`src/itrt_pkg.sv`:
```
// Shared types, constants and the digit-to-character function of the radix text unit.
package itrt_pkg;

   // Field and register widths.
   localparam int NUMBER_W    = 32;
   localparam int RADIX_W     = 6;
   localparam int DIGIT_W     = 6;
   localparam int CHAR_W      = 8;
   localparam int CSR_DATA_W  = 32;
   localparam int CSR_ADDR_W  = 3;

   // Register index, radix reset value and the supported radix range.
   localparam logic REG_RADIX = 1'b0;
   localparam logic [RADIX_W-1:0] RADIX_RESET = 6'd10;
   localparam logic [RADIX_W-1:0] RADIX_MIN   = 6'd2;
   localparam logic [RADIX_W-1:0] RADIX_MAX   = 6'd36;

   // Long division: quotient bits resolved per cycle and division steps per digit.
   localparam int DIV_BITS  = 8;
   localparam int DIV_STEPS = NUMBER_W / DIV_BITS;
   localparam int STEP_W    = $clog2(DIV_STEPS);

   // Character codes.
   localparam logic [CHAR_W-1:0] CHAR_MINUS  = 8'h2d;
   localparam logic [CHAR_W-1:0] CHAR_ZERO   = 8'h30;
   localparam logic [CHAR_W-1:0] CHAR_LOWER  = 8'h61;
   localparam logic [DIGIT_W-1:0] DECIMAL    = 6'd10;
   localparam logic [DIGIT_W-1:0] DIGIT_TOP  = 6'd35;

   typedef enum logic [2:0] {
      ST_IDLE,
      ST_DIVIDE,
      ST_SIGN,
      ST_FETCH,
      ST_EMIT
   } ctrl_state_type;

   // Commands from the controller to the datapath.
   typedef struct packed {
      logic load;
      logic div_step;
      logic emit_sign;
      logic emit_digit;
   } ctrl_cmd_type;

   // Status from the datapath to the controller.
   typedef struct packed {
      logic step_last;
      logic div_done;
      logic is_neg;
      logic last_digit;
      logic out_free;
   } dp_status_type;

   // Maps a digit value to its ASCII character, 0-9 then a-z.
   function automatic logic [CHAR_W-1:0] digit_char(input logic [DIGIT_W-1:0] d);
      logic [DIGIT_W-1:0] dc;
      dc = (d > DIGIT_TOP) ? DIGIT_TOP : d;
      if (dc < DECIMAL) begin
         return CHAR_ZERO + CHAR_W'(dc);
      end
      return CHAR_LOWER + CHAR_W'(dc - DECIMAL);
   endfunction

endpackage

```
`src/itrt_ctrl.sv`:
```
// Controller state machine that sequences division, sign and digit output.
module itrt_ctrl (
   input  logic                   clock,
   input  logic                   reset,
   input  logic                   req_valid,
   input  itrt_pkg::dp_status_type status,
   output itrt_pkg::ctrl_cmd_type  cmd,
   output logic                   busy
);
   import itrt_pkg::*;

   ctrl_state_type state_ff, state_in;

   // State register.
   always_ff @(posedge clock) begin
      if (reset) begin
         state_ff <= ST_IDLE;
      end else begin
         state_ff <= state_in;
      end
   end

   // Next state.
   always_comb begin
      state_in = state_ff;
      case (state_ff)
         ST_IDLE: begin
            if (req_valid) state_in = ST_DIVIDE;
         end
         ST_DIVIDE: begin
            if (status.step_last && status.div_done) state_in = ST_SIGN;
         end
         ST_SIGN: begin
            if (!status.is_neg || status.out_free) state_in = ST_FETCH;
         end
         ST_FETCH: begin
            state_in = ST_EMIT;
         end
         ST_EMIT: begin
            if (status.out_free) begin
               state_in = status.last_digit ? ST_IDLE : ST_FETCH;
            end
         end
         default: state_in = ST_IDLE;
      endcase
   end

   // Outputs.
   always_comb begin
      cmd  = '0;
      busy = 1'b1;
      case (state_ff)
         ST_IDLE: begin
            busy     = 1'b0;
            cmd.load = req_valid;
         end
         ST_DIVIDE: cmd.div_step   = 1'b1;
         ST_SIGN:   cmd.emit_sign  = status.is_neg && status.out_free;
         ST_FETCH:  cmd            = '0;
         ST_EMIT:   cmd.emit_digit = status.out_free;
         default:   cmd            = '0;
      endcase
   end

endmodule

```
`src/itrt_dpath.sv`:
```
// Datapath: magnitude divider, digit store, digit counter and output register.
module itrt_dpath #(
   parameter int MAX_DIGITS = 32
) (
   input  logic                                   clock,
   input  logic                                   reset,
   input  logic signed [itrt_pkg::NUMBER_W-1:0]   number,
   input  logic [itrt_pkg::RADIX_W-1:0]           radix,
   input  itrt_pkg::ctrl_cmd_type                  cmd,
   output itrt_pkg::dp_status_type                 status,
   input  logic                                   rsp_stall,
   output logic                                   rsp_valid,
   output logic [itrt_pkg::CHAR_W-1:0]            rsp_char_code,
   output logic                                   rsp_is_last
);
   import itrt_pkg::*;

   localparam int CNT_W  = $clog2(MAX_DIGITS + 1);
   localparam int ADDR_W = $clog2(MAX_DIGITS);

   logic [NUMBER_W-1:0] mag_ff, mag_in, mag_v;
   logic [DIGIT_W-1:0]  rem_ff, rem_v;
   logic [STEP_W-1:0]   step_ff, step_in;
   logic [CNT_W-1:0]    count_ff, count_in;
   logic                neg_ff, neg_in;
   logic [DIGIT_W:0]    trial;
   logic [ADDR_W-1:0]   rd_addr;
   logic [DIGIT_W-1:0]  rd_ff;
   logic                valid_ff, valid_in;
   logic [CHAR_W-1:0]   char_ff, char_in;
   logic                last_ff, last_in;
   logic [DIGIT_W-1:0]  store_mem [MAX_DIGITS];

   // Eight restoring division steps per cycle; the remainder restarts at each digit.
   always_comb begin
      rem_v = (step_ff == '0) ? '0 : rem_ff;
      mag_v = mag_ff;
      trial = '0;
      for (int k = 0; k < DIV_BITS; k++) begin
         trial = {rem_v, mag_v[NUMBER_W-1]};
         mag_v = {mag_v[NUMBER_W-2:0], 1'b0};
         if (trial >= {1'b0, radix}) begin
            trial    = trial - {1'b0, radix};
            mag_v[0] = 1'b1;
         end
         rem_v = trial[DIGIT_W-1:0];
      end
   end

   // Status towards the controller.
   always_comb begin
      status.step_last  = (step_ff == STEP_W'(DIV_STEPS - 1));
      status.div_done   = (mag_v == '0) || (count_ff == CNT_W'(MAX_DIGITS - 1));
      status.is_neg     = neg_ff;
      status.last_digit = (count_ff == CNT_W'(1));
      status.out_free   = !valid_ff || !rsp_stall;
   end

   // Next values of the division and counting registers.
   always_comb begin
      mag_in   = mag_ff;
      step_in  = step_ff;
      count_in = count_ff;
      neg_in   = neg_ff;
      if (cmd.load) begin
         neg_in   = number[NUMBER_W-1];
         mag_in   = number[NUMBER_W-1] ? (NUMBER_W'(0) - NUMBER_W'(number))
                                       : NUMBER_W'(number);
         step_in  = '0;
         count_in = '0;
      end else if (cmd.div_step) begin
         mag_in  = mag_v;
         step_in = status.step_last ? '0 : step_ff + STEP_W'(1);
         if (status.step_last) count_in = count_ff + CNT_W'(1);
      end else if (cmd.emit_digit) begin
         count_in = count_ff - CNT_W'(1);
      end
   end

   always_ff @(posedge clock) begin
      if (reset) begin
         step_ff  <= '0;
         count_ff <= '0;
         neg_ff   <= 1'b0;
         mag_ff   <= '0;
      end else begin
         step_ff  <= step_in;
         count_ff <= count_in;
         neg_ff   <= neg_in;
         mag_ff   <= mag_in;
      end
   end

   // The partial remainder carries no control meaning and needs no reset.
   always_ff @(posedge clock) begin
      if (cmd.div_step) rem_ff <= rem_v;
   end

   // Digit store: written least significant first, read back from the top down.
   assign rd_addr = ADDR_W'(count_ff - CNT_W'(1));

   always_ff @(posedge clock) begin
      if (cmd.div_step && status.step_last) begin
         store_mem[count_ff[ADDR_W-1:0]] <= rem_v;
      end
      rd_ff <= store_mem[rd_addr];
   end

   // Output register holding one character item.
   always_comb begin
      valid_in = valid_ff;
      char_in  = char_ff;
      last_in  = last_ff;
      if (cmd.emit_sign) begin
         valid_in = 1'b1;
         char_in  = CHAR_MINUS;
         last_in  = 1'b0;
      end else if (cmd.emit_digit) begin
         valid_in = 1'b1;
         char_in  = digit_char(rd_ff);
         last_in  = status.last_digit;
      end else if (!rsp_stall) begin
         valid_in = 1'b0;
      end
   end

   always_ff @(posedge clock) begin
      if (reset) begin
         valid_ff <= 1'b0;
      end else begin
         valid_ff <= valid_in;
      end
   end

   always_ff @(posedge clock) begin
      char_ff <= char_in;
      last_ff <= last_in;
   end

   assign rsp_valid     = valid_ff;
   assign rsp_char_code = char_ff;
   assign rsp_is_last   = last_ff;

endmodule

```
`src/integer_to_radix_text_unit.sv`:
```
// Top level of the integer to radix text unit: register port, controller and datapath.
//
// Each accepted item is a signed 32-bit number; the unit answers with its text in the
// radix held in the radix register (0 and 1 act as 2, 37 and above act as 36), one
// ASCII character item at a time, most significant first, with a leading '-' for
// negative values and is_last set on the final digit. Zero gives "0". Digits are
// found by long division resolving eight quotient bits per cycle. Output then reads
// each digit from the digit store and passes it to the output register, after a sign
// step which positive numbers pass through as well; sign and digit output wait while
// the result side stalls. The unit then returns to idle, where the next item is taken
// in the cycle after the last character has entered the output register.
module integer_to_radix_text_unit #(
   parameter int MAX_DIGITS = 32
) (
   input  logic                                   clock,
   input  logic                                   reset,
   input  logic                                   req_valid,
   output logic                                   req_stall,
   input  logic signed [itrt_pkg::NUMBER_W-1:0]   req_number,
   output logic                                   rsp_valid,
   input  logic                                   rsp_stall,
   output logic [itrt_pkg::CHAR_W-1:0]            rsp_char_code,
   output logic                                   rsp_is_last,
   input  logic                                   psel,
   input  logic                                   penable,
   input  logic                                   pwrite,
   input  logic [itrt_pkg::CSR_ADDR_W-1:0]        paddr,
   input  logic [itrt_pkg::CSR_DATA_W-1:0]        pwdata,
   output logic [itrt_pkg::CSR_DATA_W-1:0]        prdata,
   output logic                                   pready
);
   import itrt_pkg::*;

   logic [RADIX_W-1:0] radix_ff, radix_in;
   logic [RADIX_W-1:0] radix_eff;
   logic               reg_index;
   logic               busy;
   ctrl_cmd_type       cmd;
   dp_status_type      status;

   // Register port: one register, read and written without wait states.
   assign pready    = 1'b1;
   assign reg_index = paddr[2];

   always_comb begin
      radix_in = radix_ff;
      if (psel && penable && pwrite && pready && (reg_index == REG_RADIX)) begin
         radix_in = pwdata[RADIX_W-1:0];
      end
   end

   always_ff @(posedge clock) begin
      if (reset) begin
         radix_ff <= RADIX_RESET;
      end else begin
         radix_ff <= radix_in;
      end
   end

   assign prdata = (reg_index == REG_RADIX) ? {(CSR_DATA_W - RADIX_W)'(0), radix_ff}
                                            : '0;

   // Clamp the register to the supported range of bases.
   always_comb begin
      radix_eff = radix_ff;
      if (radix_ff < RADIX_MIN) radix_eff = RADIX_MIN;
      if (radix_ff > RADIX_MAX) radix_eff = RADIX_MAX;
   end

   assign req_stall = busy;

   itrt_ctrl u_ctrl (
      .clock     (clock),
      .reset     (reset),
      .req_valid (req_valid),
      .status    (status),
      .cmd       (cmd),
      .busy      (busy)
   );

   itrt_dpath #(
      .MAX_DIGITS (MAX_DIGITS)
   ) u_dpath (
      .clock         (clock),
      .reset         (reset),
      .number        (req_number),
      .radix         (radix_eff),
      .cmd           (cmd),
      .status        (status),
      .rsp_stall     (rsp_stall),
      .rsp_valid     (rsp_valid),
      .rsp_char_code (rsp_char_code),
      .rsp_is_last   (rsp_is_last)
   );

endmodule

```
`config.mk`:
```
export PLATFORM = sky130hd
export DESIGN_NAME = integer_to_radix_text_unit
export DESIGN_NICKNAME = d
export VERILOG_FILES = /design/src/itrt_pkg.sv /design/src/itrt_ctrl.sv /design/src/itrt_dpath.sv /design/src/integer_to_radix_text_unit.sv
export SDC_FILE = /design/constraint.sdc
export NUM_CORES = 1
export LEC_CHECK = 0
export BUFFER_PORTS_ARGS = -buffer_cell sky130_fd_sc_hd__clkbuf_2
export CORE_ASPECT_RATIO = 0.9
export CORE_UTILIZATION = 60
export CTS_CLUSTER_SIZE = 40
export DETAILED_ROUTE_END_ITERATION = 10
export PLACE_DENSITY = 0.9
export SLEW_MARGIN = 20
export SYNTH_ARGS = -nofsm -noshare
export SYNTH_HDL_FRONTEND = slang
export SYNTH_SLANG_ARGS = --single-unit
```
`constraint.sdc`:
```
create_clock -name clock -period 32 [get_ports clock]
set_clock_uncertainty 0.1 [all_clocks]
set_input_delay 4.8 -clock clock [delete_from_list [all_inputs] [get_ports clock]]
set_output_delay 4.8 -clock clock [all_outputs]
set_load 0.005 [all_outputs]
```
# After elaboration in Yosys (flattened, before gate mapping)
# Memory sizes are Yosys's and may differ from the RTL's. A register that Yosys moved wholly into a read port is not among the register bits.
# Index checks and enable logic that the tools add are counted.
[totals]
mem_count = 1
in_bits = 74
mem_bits_rw = 192
ff_bits = 66
wordCells = 121
output_inout_bits = 44
[classes]
order_cmp = 12
n_addsub = 15
eq_ne = 13
bitwise = 1
muxes = 49
reduce_logical = 20
[mem_list]
columns = ["memory", "words", "word_bits", "rd", "rd_ports_with_merged_regs", "write_ports", "line_no", "source"]
rows = [
  ["u_dpath.store_mem", 32, 6, 1, 1, 1, "itrt_dpath.sv:32", "logic [DIGIT_W-1:0] store_mem [MAX_DIGITS];"],
]
[op_table]
columns = ["operator", "n"]
rows = [
  ["32-bit 2-to-1 mux", 3],
  ["6-bit 2-to-1 mux", 16],
  ["7-bit by 6-bit greater-or-equal comparator with 1-bit output", 8],
  ["6-bit subtractor", 8],
  ["32-bit logical NOT", 1],
  ["1-bit by 32-bit subtractor with 32-bit output (first input constant)", 1],
  ["1-bit 2-to-1 mux", 21],
  ["8-bit 2-to-1 mux", 2],
  ["3-bit one-hot mux with 5 select lines", 1],
  ["6-bit > comparator (second input constant)", 2],
  ["3-bit 2-to-1 mux", 4],
  ["7-bit by 8-bit adder with 8-bit output (first input constant)", 1],
  ["6-bit by 6-bit adder with 7-bit output (first input constant)", 1],
  ["6-bit by 4-bit subtractor with 7-bit output (second input constant)", 1],
  ["6-bit by 1-bit adder with 6-bit output (second input constant)", 1],
  ["3-bit by 2-bit equality test with 1-bit output (second input constant)", 2],
  ["6-bit by 1-bit equality test with 1-bit output (second input constant)", 1],
  ["6-bit by 5-bit equality test with 1-bit output (second input constant)", 1],
  ["1-bit logical AND", 6],
  ["6-bit by 2-bit < comparator with 1-bit output (second input constant)", 1],
  ["6-bit by 4-bit < comparator with 1-bit output (second input constant)", 1],
  ["2-bit by 1-bit != test with 1-bit output (second input constant)", 3],
  ["6-bit by 1-bit subtractor with 6-bit output (second input constant)", 1],
  ["2-bit 2-to-1 mux", 2],
  ["15 further kinds", 21],
]

# Depth between registers and ports, before layout
[logic_depth]
ltp_word = 24
ltp_mapped = 77
mapped_depth_nobuf = 73

# Modules after synthesis
# From an unflattened synthesis, not the netlist that was laid out.
[unflattened]
cells_unflattened = 1211
area_unflattened_um2 = 14679.1
[by_module_without_submodules]
columns = ["module", "area_per_inst_um2", "cells_per_inst", "n_inst"]
rows = [
  ["itrt_dpath", 13819.5, 1105, 1],
  ["integer_to_radix_text_unit", 595.6, 73, 1],
  ["itrt_ctrl", 264.0, 33, 1],
]

# Worst setup path before layout
# No wires, ideal clock.
[synth_path]
kind = "reg2reg"
from = "register radix_ff[3]"
to = "register u_dpath.rem_ff[0], data pin"
t_required_ps = 31509
slack_ps = 14711
path_buffers = 3
period_less_slack_ps = 17289
arrival_ps = 16799
stages_incl_launch_ff = 72
cell_sequence = "dfxtp_1 > nor3_1 > o21ai_0 > inv_1 > fa_1 > nand2b_1 > a21oi_1 > xnor2_1 > a22o_2 > ha_1 > a21oi_1 > o31ai_1 > a221oi_4 > clkbuf_1 > mux2_2 > ha_1 > o21a_1 > o31a_1 > [36 not listed] > nor2b_1 > o21ai_0 > nand2b_1 > a21o_1 > a21o_1 > a211o_1 > a221o_1 > buf_6 > mux2i_1 > ha_1 > a21o_1 > a21o_1 > a21o_1 > a21o_1 > a31o_2 > a21o_1 > a221oi_4 > mux2i_1"
[synth_via]
elab_chain_cells = 19
[synth_lines]
columns = ["item", "line_no", "source"]
rows = [
  ["from (decl)", "integer_to_radix_text_unit.sv:34", "logic [RADIX_W-1:0] radix_ff, radix_in;"],
  ["from (signal assigned)", "integer_to_radix_text_unit.sv:56", "radix_ff <= radix_in;"],
  ["6-bit by 2-bit < comparator with 1-bit output", "integer_to_radix_text_unit.sv:66", "if (radix_ff < RADIX_MIN) radix_eff = RADIX_MIN;"],
  ["6-bit 2-to-1 mux", "integer_to_radix_text_unit.sv:66", ""],
  ["6-bit 2-to-1 mux (*)", "integer_to_radix_text_unit.sv:67", "if (radix_ff > RADIX_MAX) radix_eff = RADIX_MAX;"],
  ["6-bit subtractor / 7-bit by 6-bit greater-or-equal comparator with 1-bit output (equally long branches)", "itrt_dpath.sv:43, itrt_dpath.sv:42", ""],
  ["6-bit 2-to-1 mux", "itrt_dpath.sv:42", "if (trial >= {1'b0, radix}) begin"],
  ["6-bit subtractor / 7-bit by 6-bit greater-or-equal comparator with 1-bit output (equally long branches)", "itrt_dpath.sv:43, itrt_dpath.sv:42", ""],
  ["6-bit 2-to-1 mux", "itrt_dpath.sv:42", ""],
  ["6-bit subtractor / 7-bit by 6-bit greater-or-equal comparator with 1-bit output (equally long branches)", "itrt_dpath.sv:43, itrt_dpath.sv:42", ""],
  ["[4 not listed]", "-", ""],
  ["6-bit 2-to-1 mux", "itrt_dpath.sv:42", ""],
  ["6-bit subtractor / 7-bit by 6-bit greater-or-equal comparator with 1-bit output (equally long branches)", "itrt_dpath.sv:43, itrt_dpath.sv:42", ""],
  ["6-bit 2-to-1 mux", "itrt_dpath.sv:42", ""],
  ["7-bit by 6-bit greater-or-equal comparator with 1-bit output / 6-bit subtractor (equally long branches)", "itrt_dpath.sv:42, itrt_dpath.sv:43", ""],
  ["6-bit 2-to-1 mux", "itrt_dpath.sv:42", ""],
  ["7-bit by 6-bit greater-or-equal comparator with 1-bit output", "itrt_dpath.sv:42", ""],
  ["6-bit 2-to-1 mux (*)", "itrt_dpath.sv:42", ""],
  ["named net u_dpath.trial[0]", "itrt_dpath.sv:26", "logic [DIGIT_W:0] trial;"],
  ["to (signal assigned)", "itrt_dpath.sv:96", "if (cmd.div_step) rem_ff <= rem_v;"],
  ["to (decl)", "itrt_dpath.sv:22", "logic [DIGIT_W-1:0] rem_ff, rem_v;"],
]
# The timed path passes the listed nets; every way through them passes the cells marked *.
# A chain may end at the register's enable or synchronous reset.

# Final worst setup path
[layout_path]
from = "register radix_ff[5]"
to = "memory u_dpath.store_mem[28][0], data pin"
[layout_via]
elab_chain_cells = 19
[layout_lines]
columns = ["item", "line_no"]
rows = [
  ["6-bit by 2-bit < comparator with 1-bit output", "integer_to_radix_text_unit.sv:66"],
  ["6-bit 2-to-1 mux", "integer_to_radix_text_unit.sv:66"],
  ["6-bit 2-to-1 mux (*)", "integer_to_radix_text_unit.sv:67"],
  ["6-bit subtractor / 7-bit by 6-bit greater-or-equal comparator with 1-bit output (equally long branches)", "itrt_dpath.sv:43, itrt_dpath.sv:42"],
  ["6-bit 2-to-1 mux", "itrt_dpath.sv:42"],
  ["6-bit subtractor / 7-bit by 6-bit greater-or-equal comparator with 1-bit output (equally long branches)", "itrt_dpath.sv:43, itrt_dpath.sv:42"],
  ["6-bit 2-to-1 mux", "itrt_dpath.sv:42"],
  ["6-bit subtractor / 7-bit by 6-bit greater-or-equal comparator with 1-bit output (equally long branches)", "itrt_dpath.sv:43, itrt_dpath.sv:42"],
  ["[4 not listed]", "-"],
  ["6-bit 2-to-1 mux", "itrt_dpath.sv:42"],
  ["6-bit subtractor / 7-bit by 6-bit greater-or-equal comparator with 1-bit output (equally long branches)", "itrt_dpath.sv:43, itrt_dpath.sv:42"],
  ["6-bit 2-to-1 mux", "itrt_dpath.sv:42"],
  ["7-bit by 6-bit greater-or-equal comparator with 1-bit output / 6-bit subtractor (equally long branches)", "itrt_dpath.sv:42, itrt_dpath.sv:43"],
  ["6-bit 2-to-1 mux", "itrt_dpath.sv:42"],
  ["7-bit by 6-bit greater-or-equal comparator with 1-bit output", "itrt_dpath.sv:42"],
  ["6-bit 2-to-1 mux (*)", "itrt_dpath.sv:42"],
  ["named net u_dpath.trial[0]", "itrt_dpath.sv:26"],
  ["to (decl)", "itrt_dpath.sv:32"],
]
# Marked as above.

==> results list <==
- The run finished with clean final reports.
- Post-placement worst setup slack: 12.52 ns
- CTS placed an instance of sky130_fd_sc_hd__clkbuf_16 at the clock tree root.
* Count of final setup violators: 0
- In this run the post-CTS setup repair buffer count came out at 0.
- For the pin with the worst max-slew slack, the measured transition is 1.02 ns.
- The floorplan step defined a core boundary enclosing 23,400 sq um.
- Global routing used 31.4% of the available tracks.
- In the post-route analysis, the smallest setup slack over all paths is 11.38 ns.
- Worst min-delay path class: reg2reg
- STA classifies the critical path endpoint as a register.
- After synthesis, the largest area contributor takes up 41.4% of total cell area.
* Largest fanout of any net on the critical path: 28
- In the final design database the tool counted 1,352 nets.
* Number of warning messages in the yosys log: 0
* Insertion delay of the later-clocked pin in the worst-skew pair: 0.56 ns
- Post-synth EDFFs: 198
* Vias in the first global route: 10,000
- Crit path max-delay cell type: sky130_fd_sc_hd__a221oi_4
* Sequential cell area fraction in the yosys report: 50.5%
- Req. time, crit path: 32.22 ns
- Sink count of the clock tree: 264
- Critical path startpoint category: register
- Vias per cell: between 6 and 7
* Post-detailed-route count of antenna-violating nets: 0
* Register-to-register path setup slack: 11.38 ns
* Hold Violations, Final: 0
- RePlAce Congestion: 0.873
- After legalization and detailed placement, the total HPWL measured ~23,000 um.
- Startpoint of the lowest-slack hold path: u_dpath.rsp_char_code[3]
- Ratio of cells with drive above 1 in the final layout: about a fifth
- First-pass detailed-route iteration total: 7
- 1st-iter DRT viols: between 1,000 and 1,500
* Antenna violations before repair: 4
- The initial utilization of the core area, before any placement, comes to 61.4%.
* Global-route wire length before repair: about 58,000 um
- Drc violations: 0
- Flip-flop cell with the highest count after synthesis: sky130_fd_sc_hd__edfxtp_1
* Die Outline Area: about 25,000 sq um
- Clock tree from TritonCTS: built
- Max-slew violation total from the final report: 0
* Endpoint of the worst register-to-register path: u_dpath.store_mem[28][0]
- Max-capacitance violation count: 0
- Of all flip-flops after synthesis, the portion carrying an async set or reset was 0%.
- Along the worst hold path, the cell count comes to 2.
- In this run, synthesis produced a sequential element count of about 260.
- Setup Crit Path Kind: reg2reg
- After detailed routing, the total wire length is 37,800 um.
- Entering global routing, the biggest net connects 55 pins.
- Cell depth of the worst flop-to-flop path: 68
- The clock passes through at most 3 buffers.
- Setup repair after global routing missed its margin: no
- Count of input and output buffers: 62
* Total via count after detailed routing: 10,500
- Slew headroom: 32.3%
* Clock slew seen by the registers of the worst setup and hold paths: ~0.060 ns
* Beginning of the worst register-to-register path: radix_ff[5]
- For the worst setup path, the data arrival time is 20.84 ns.
- The worst hold path terminates at u_dpath.rsp_char_code[3].
- The worst path needs 20.62 ns of the cycle, external delays included.
* Gr ovfl total: 0
- Post-route fraction of the period consumed by the critical path: 64.4%
- A synthesized cell averages 12.3 sq um.
- Setup total negative slack on the finished layout was measured at 0 ns.
- CTS built an H-tree with a depth of 1.
* Cell type contributing the most total cell area after synthesis: sky130_fd_sc_hd__edfxtp_1
* Number of buffers created by CTS: 26
* Synth top area cells: sky130_fd_sc_hd__edfxtp_1, sky130_fd_sc_hd__mux4_2, sky130_fd_sc_hd__dfxtp_1, sky130_fd_sc_hd__ha_1, sky130_fd_sc_hd__nor2_1
* Highest achievable clock rate: around 49 MHz
* Delay of the slowest critical-path stage: 0.74 ns
* Die width: approximately 170 um
- Cell count after synthesis: 1,166
* Summed instance area of the synthesized netlist: 14,400 sq um
- In this run, post-CTS repair resized a total of 0 instances.
* Overall die height: about 150 um
- Number of library cell types mapped by synthesis: 74
- P&R area growth vs syn: 10.2%
- The number of hold buffers added after CTS was 0.
- In this run the count of I/O pins placed on the die edge is ~120.
* FP Rows: 53
- Average wire per cell in the routed design: 24.6 um
area by class of cell:
| cell class | instances | area (sq um) |
|---|---|---|
| fill | 1450 | 7570 |
| multi-input combinational | 809 | 6680 |
| timing repair buffer | 68 | 375 |
| antenna | 2 | 5.00 |
| inverter | 42 | 158 |
| tap | 302 | 378 |
| clock buffer | 31 | 679 |
| clock inverter | 17 | 295 |
| sequential | 264 | 7270 |
stage by stage:
stage / hold slack, ns / utilization (%) / std cells / area [sq um]
2_1_floorplan: 0.332 / - / 1191 / 14500
3_3_place_gp: 0.344 / 63.2 / 1484 / 14800
3_5_place_dp: 0.358 / 63.3 / 1484 / 14800
4_1_cts: 0.366 / 67.5 / 1532 / 15800
5_1_grt: 0.375 / 67.7 / 1534 / 15800
6_report: 0.368 / 67.7 / 1535 / 15800
cell usage after synthesis, drive strengths merged, types with 10 or more instances:
master / number
a21o: 12
a21oi: 58
a221oi: 14
a22oi: 24
and3: 11
buf: 35
clkbuf: 41
dfxtp: 66
edfxtp: 198
ha: 59
inv: 42
mux2: 35
mux2i: 30
mux4: 60
nand2: 74
nand2b: 15
nand3: 16
nor2: 106
nor2b: 30
nor3: 13
nor4: 10
o21ai: 33
o31ai: 10
xnor2: 43
xor2: 19
worst max-delay path: cells and delay by family, from the launching register on:
kind	cells	cell delay, ns
buf+inv	6	1.14
fa+ha+maj	8	2.53
compound gates	36	10.81
mux	9	3.83
simple gates	9	1.62
flops	1	0.33
state kept, by name, indices dropped and copies added (netlist names):
name                   cells
radix_ff                   6
u_dpath.rsp_is_last        1
u_ctrl.state_ff            3
u_dpath.store_mem        192
u_dpath.neg_ff             1
u_dpath.mag_ff            32
u_dpath.rsp_valid          1
u_dpath.count_ff           6
u_dpath.rem_ff             6
u_dpath.rd_ff              6
u_dpath.rsp_char_code      8
u_dpath.step_ff            2
cells in the final DEF (no fill, tap or decap), types with 4 or more instances in the layout:
cell type	n
sky130_fd_sc_hd__xor2_1	19
sky130_fd_sc_hd__a221oi_1	10
sky130_fd_sc_hd__o21ai_0	31
sky130_fd_sc_hd__ha_1	58
sky130_fd_sc_hd__clkbuf_16	26
sky130_fd_sc_hd__nor2b_1	30
sky130_fd_sc_hd__nand4_1	7
sky130_fd_sc_hd__a22oi_1	23
sky130_fd_sc_hd__bufinv_16	7
sky130_fd_sc_hd__fa_1	8
sky130_fd_sc_hd__o41ai_1	6
sky130_fd_sc_hd__nand3b_1	8
sky130_fd_sc_hd__or3_1	5
sky130_fd_sc_hd__clkbuf_1	4
sky130_fd_sc_hd__o31ai_1	10
sky130_fd_sc_hd__mux4_2	60
sky130_fd_sc_hd__xnor2_1	41
sky130_fd_sc_hd__o21a_1	7
sky130_fd_sc_hd__dfxtp_1	65
sky130_fd_sc_hd__nand2b_1	15
sky130_fd_sc_hd__clkbuf_2	62
sky130_fd_sc_hd__a21oi_1	58
sky130_fd_sc_hd__a211oi_1	4
sky130_fd_sc_hd__nand3_1	16
sky130_fd_sc_hd__a21o_1	12
sky130_fd_sc_hd__conb_1	27
sky130_fd_sc_hd__buf_4	5
sky130_fd_sc_hd__a211o_1	5
sky130_fd_sc_hd__mux2i_1	29
sky130_fd_sc_hd__and3_1	9
sky130_fd_sc_hd__nor4_1	10
sky130_fd_sc_hd__edfxtp_1	198
sky130_fd_sc_hd__nor3_1	13
sky130_fd_sc_hd__nor2_1	106
sky130_fd_sc_hd__mux2_2	34
sky130_fd_sc_hd__or4_1	7
sky130_fd_sc_hd__inv_1	42
sky130_fd_sc_hd__nand2_1	74
layer usage:
metal / global-route usage (%) / wire [um] / share of wire [%]
met4: 15.3 / 2290 / 6.1
met3: 6.59 / 4320 / 11
met5: 0 / 17 / 0.045
met1: 41.6 / 13700 / 36
met2: 49.4 / 17400 / 46
cell families (layout without fill, tap and decap cells):
| logic type | count (synthesis) | in the layout | synth area share (%) |
|---|---|---|---|
| and+or+nand+nor | 314 | 314 | 10.6 |
| DFF | 264 | 264 | 50.5 |
| AOI/OAI and AO/OA | 214 | 214 | 10.6 |
| muxes | 125 | 125 | 14.3 |
| buffers and inverters | 118 | 158 | 3.94 |
| adders and majority gates | 67 | 67 | 6.25 |
| xor gates and xnor gates | 62 | 62 | 3.78 |
| other | 2 | 29 | 0.0522 |
how the worst max path moves through the flow:
stage | start | to | slack, ns | depth (start not counted)
after detailed placement | radix_ff[5] | u_dpath.store_mem[22][0] | 12.52 | 68
after floorplan | radix_ff[3] | u_dpath.rem_ff[0] | 14.71 | 71
after global placement | radix_ff[5] | u_dpath.store_mem[28][0] | 13.24 | 70
after CTS | radix_ff[5] | u_dpath.store_mem[29][0] | 11.98 | 68
final | radix_ff[5] | u_dpath.store_mem[28][0] | 11.38 | 68
after global routing | radix_ff[5] | u_dpath.store_mem[28][0] | 10.56 | 68
Power is not shown: default switching activity piles up to over one toggle a cycle in this logic, so the estimate is an artifact.
